--- src/rtl/csf_ram.sv ---
`default_nettype none

module csf_ram #(
    parameter int WIDTH = 16,
    parameter int DEPTH = 128,
    localparam int ADDR_W = (DEPTH > 1) ? $clog2(DEPTH) : 1
) (
    input  wire logic              clk,
    input  wire logic              en,
    input  wire logic              we,
    input  wire logic [ADDR_W-1:0] addr,
    input  wire logic [WIDTH-1:0]  wdata,
    output logic      [WIDTH-1:0]  rdata
);

    logic [WIDTH-1:0] mem [DEPTH];

    // Single port: write, or read with the data registered for the next cycle
    always_ff @(posedge clk)
    begin
        if (en)
        begin
            if (we)
            begin
                mem[addr] <= wdata;
            end
            else
            begin
                rdata <= mem[addr];
            end
        end
    end

endmodule

`default_nettype wire

--- config.mk ---
export PLATFORM = sky130hd
export DESIGN_NAME = csf_ram
export DESIGN_NICKNAME = d
export VERILOG_FILES = /design/src/rtl/csf_ram.sv
export SDC_FILE = /design/constraint.sdc
export NUM_CORES = 2
export LEC_CHECK = 0
export ABC_AREA = 1
export BUFFER_PORTS_ARGS = -buffer_cell sky130_fd_sc_hd__buf_2
export CELL_PAD_IN_SITES_DETAIL_PLACEMENT = 1
export CELL_PAD_IN_SITES_GLOBAL_PLACEMENT = 1
export CORE_ASPECT_RATIO = 0.9
export CORE_UTILIZATION = 43
export CTS_BUF_LIST = sky130_fd_sc_hd__clkbuf_4 sky130_fd_sc_hd__clkbuf_8
export DETAILED_ROUTE_END_ITERATION = 12
export GPL_ROUTABILITY_DRIVEN = 1
export PLACE_DENSITY = 0.68
export RECOVER_POWER = 25
export SKIP_CTS_REPAIR_TIMING = 1
export SLEW_MARGIN = 15
export SYNTH_ARGS = -nofsm -noshare
export SYNTH_HDL_FRONTEND = slang
export SYNTH_SLANG_ARGS = --single-unit
--- constraint.sdc ---
create_clock -name clk -period 3 [get_ports clk]
set_input_delay 0.15 -clock clk [delete_from_list [all_inputs] [get_ports clk]]
set_output_delay 0.15 -clock clk [all_outputs]
set_load 0.05 [all_outputs]
* Word-level counts from Yosys, hierarchy flattened *
Memories as Yosys holds them, arrays and structs flattened. A register that Yosys moved wholly into a read port is not among the register bits.
Index checks and enable logic that the tools add are counted.

storage, ports and cells
  bits in registers = 0
  memory bits (writable) = 2,048
  bits of input ports = 26
  logic and storage cells = 6
  memories kept = 1

memory list
  name  words  width  read ports  clocked after Yosys merged registers in  wr ports  RTL line  RTL
  mem   128    16     1           1                                        1         16        logic [WIDTH-1:0] mem [DEPTH];

cells by class
  multiplexer cells = 3
  bitwise gates (word level) = 1
  reduce and logical (&&, ||, !) cells = 1

operator list
  kind                 number
  two-way mux 1 bit    3
  AND reduction 2 bit  1
  NOT 1 bit            1

* Longest topological paths before layout *
  depth in word-level cells = 3
  gate-level depth with buffers = 16
  mapped depth without buffers = 13

* Worst setup path before layout *
OpenSTA, ideal clock, no wires.

  path kind = input to register
  start point = in addr[1]
  end point = mem mem[90][0] (enable)
  library setup time = 409 ps
  arrival = 1,983 ps
  setup slack = 607 ps
  stages on the path = 7
  buffers on the path = 3
  cells stage by stage = buf_2 inv_1 buf_4 nor2_1 buf_2 inv_1 nor3_1

RTL lines
  element      RTL line  RTL
  from (decl)  11        input wire logic [ADDR_W-1:0] addr,
  to (decl)    16

No word-level cell before the write port.

* Worst setup path in the final report *
  start point = in wdata[0]
  end point = mem mem[66][0] (data pin)

RTL lines
  element      RTL line  RTL
  from (decl)  12        input wire logic [WIDTH-1:0] wdata,

No word-level cell before the write port.

==> metrics.md <==
| Metric | Value |
|---|---|
| Post-Route WL | `between 200 and 300 mm` |
| Clock sinks | `2064` |
| Number of top-level pins | `42` |
| Clk buf depth | `4` |
| GPL Wtd Cong | `about 0.83` |
| Clk slew on worst S/H paths | `roughly 60 ps` |
| CTS tree | `built` |
| R2r worst-path depth | `10` |
| Met1 wire length | `roughly 120 mm` |
| Dpl hpwl | `161 mm` |
| Cell count after synthesis | `8609` |
| Antenna violations before repair | `13` |
| Met2 WL | `around 130 mm` |
| Yosys Warn Count | `0` |
| Post-DP Area | `92300 sq um` |
| First drt pass iteration count | `5` |
| First-pass GRT wire length | `407 mm` |
| Tcrit/Tclk final | `about nine tenths` |
| Largest cells by area after synthesis | `edfxtp_1 (71%), nand2_1 (24%), buf_2 (1.5%)` |
| Mapped Nets | `8635` |
| Top-count cell post-synth | `nand2_1` |
| Failing checks | `max-capacitance violations, max-slew violations` |
| Final hold violation count | `0` |
| Met3 WL | `about 14 mm` |
| Total track usage | `26.4%` |
| WHS Endpoint | `rdata[13]` |
| Via-per-instance ratio | `between 5 and 6` |
| Yosys top cell by area | `edfxtp_1` |
| H-tree lvl count | `5` |
| CP max FO | `79` |
| Post-synth EDFFs | `2064` |
| Antenna Nets Post-Route | `0` |
| Core ar. | `between 200000 and 250000 sq um` |
| Final Net Count | `8981` |
| Slew HR | `-108%` |
| Setup TNS Final | `0 ps` |
| WP data required | `3730 ps` |
| Async set or reset register ratio after synthesis | `0%` |
| Arr. time, crit path | `roughly 3400 ps` |
| Hold path cells | `11` |
| Worst Setup Start Kind | `primary input` |
| IO buf count | `41` |
| DRC Markers | `0` |
| Area share of the largest cell type after synthesis | `71.0%` |
| Avg WL per Cell | `about 23 um` |
| Vias | `61600` |
| Starting DRT DRC Count | `slightly above 5000` |
| Worst-Skew Late Latency | `around 1100 ps` |
| Pleak | `~42 nW` |
| Final Slew Violations | `roughly 890` |
| HP Class | `primary input to flip-flop` |
| Die Wd | `about 480 um` |
| Share of layout cells above drive strength 1 | `10.2%` |
| Final clock skew | `~83 ps` |
| Root Driver | `clkbuf_8` |
| Vias in the first global route | `around 64000` |
| Min Hold Slack | `just over 5 ps` |
| Fillers | `about 22000` |
| HP Start | `addr[1]` |
| Row cnt | `around 160` |
| Reg-to-Reg End | `rdata[14]` |
| R2R Path Start | `mem[72][14]` |
| Status | `finished, violations left` |
| Total CTS buffers | `approximately 360` |
| Final setup viols | `0` |
| RSZ-0062 raised after global routing | `no` |
| Starting Density | `43.4%` |
| Top Layer Used | `met5` |
| Slew @ Worst Pin | `approximately 3100 ps` |
| Die height | `around 430 um` |
| Ys flop type | `edfxtp_1` |
| #FFs+latches synth | `slightly above 2000` |
| Synthesized cell area | `~87000 sq um` |
| F_max | `roughly 0.37 GHz` |
| Commonest cells post-synth | `nand2_1 (5663), edfxtp_1 (2064), nor2_1 (317), buf_2 (269), clkbuf_1 (88)` |
| GRT overflow | `0` |
| Worst R2R Setup Slack | `~550 ps` |
| Final critical-path required period | `approximately 2700 ps` |
| Synthesis-to-layout area growth | `13.6%` |
| Design Area, Final | `99100 sq um` |
| Number of max-cap violations | `15` |
| Peak supply drop | `between 500 and 600 uV` |
| Fin util | `approximately half` |
| Critical path class | `primary input to flip-flop` |
| Power Density | `611 nW/um^2` |
| Register area share after synthesis | `between 70% and 80%` |
| CP endpoint kind | `flip-flop` |
| Largest net degree at the start of global routing | `105` |
| Die area | `~200000 sq um` |
| Synth cell types | `22` |
| Syn Area/Cell | `about 10 sq um` |
==> kinds of logic after synthesis <==
group	after synthesis	share of synthesized area, %
AOI/OAI and AO/OA	13	0.0803
buffers and inverters	501	2.84
DFF	2064	71.0
and+or+nand+nor	6031	26.0
==> critical path, stage by stage <==
cell and delay (ps):
dlygate4sd3_1 550, clkbuf_1 2120, buf_12 370
==> layout by cell type, fill, tap and decap left out, types with 5 or more instances in the layout <==
cell type / netlist / final
diode_2: 0 / 13
inv_1: 61 / 60
clkbuf_8: 0 / 364
nand3_2: 0 / 8
clkbuf_1: 88 / 9
nor2_1: 317 / 314
or2_1: 5 / 5
dlygate4sd3_1: 0 / 25
a21oi_1: 6 / 6
clkinv_1: 2 / 93
nand2_1: 5663 / 5663
buf_4: 30 / 276
buf_12: 0 / 70
edfxtp_1: 2064 / 2064
buf_2: 269 / 22
clkbuf_2: 0 / 11
or2_2: 7 / 7
nand3_1: 33 / 25
clkinv_2: 0 / 23
clkbuf_4: 0 / 124
clkinvlp_4: 0 / 7
==> sequential cells by signal (all words and copies together) (netlist names) <==
register	cells
mem	2048
rdata	16
==> stage by stage <==
| stage | setup slack, ps | power [W] | cells |
|---|---|---|---|
| global placement | 7.43 | 0.0365 | 11300 |
| finish | 315 | 0.0606 | 11900 |
| floorplan | 607 | 0.0346 | 8609 |
| detailed placement | 11.8 | 0.0366 | 11300 |
| global route | 256 | 0.0626 | 11900 |
| CTS | 713 | 0.0611 | 11900 |
==> metal layers <==
| layer | global-route usage, % | vias up |
|---|---|---|
| li1 | - | 28500 |
| met1 | 36.5 | 31000 |
| met4 | 9.23 | 4 |
| met3 | 3.71 | 474 |
| met2 | 42.6 | 1637 |
| met5 | 0 | - |
==> cell type report <==
class | count | area (sq um) | share of cell area (%)
multi-input cells | 6044 | 22900 | 23.1
clock inverters | 128 | 656 | 0.662
diodes | 13 | 32.5 | 0.0328
flip-flops and latches | 2064 | 62000 | 62.5
well taps | 2686 | 3360 | 3.39
inverters | 67 | 283 | 0.285
repair buffers | 417 | 3980 | 4.01
clock buffers | 488 | 5940 | 5.99
==> power by group <==
part,internal (W),switching (W)
registers,0.0318,0.0000350
clock network,0.0131,0.0115
logic,0.00100,0.00313
total,0.0459,0.0147
==> worst max path at each step <==
| stage | startpoint | end |
|---|---|---|
| after floorplan | addr[1] | mem[90][0] |
| after global placement | addr[1] | rdata[1] |
| after detailed placement | addr[0] | rdata[1] |
| after CTS | rdata[14] | rdata[14] |
| after global routing | wdata[14] | mem[21][14] |
| final | wdata[0] | mem[66][0] |
Power figures use the tool's default switching activity.
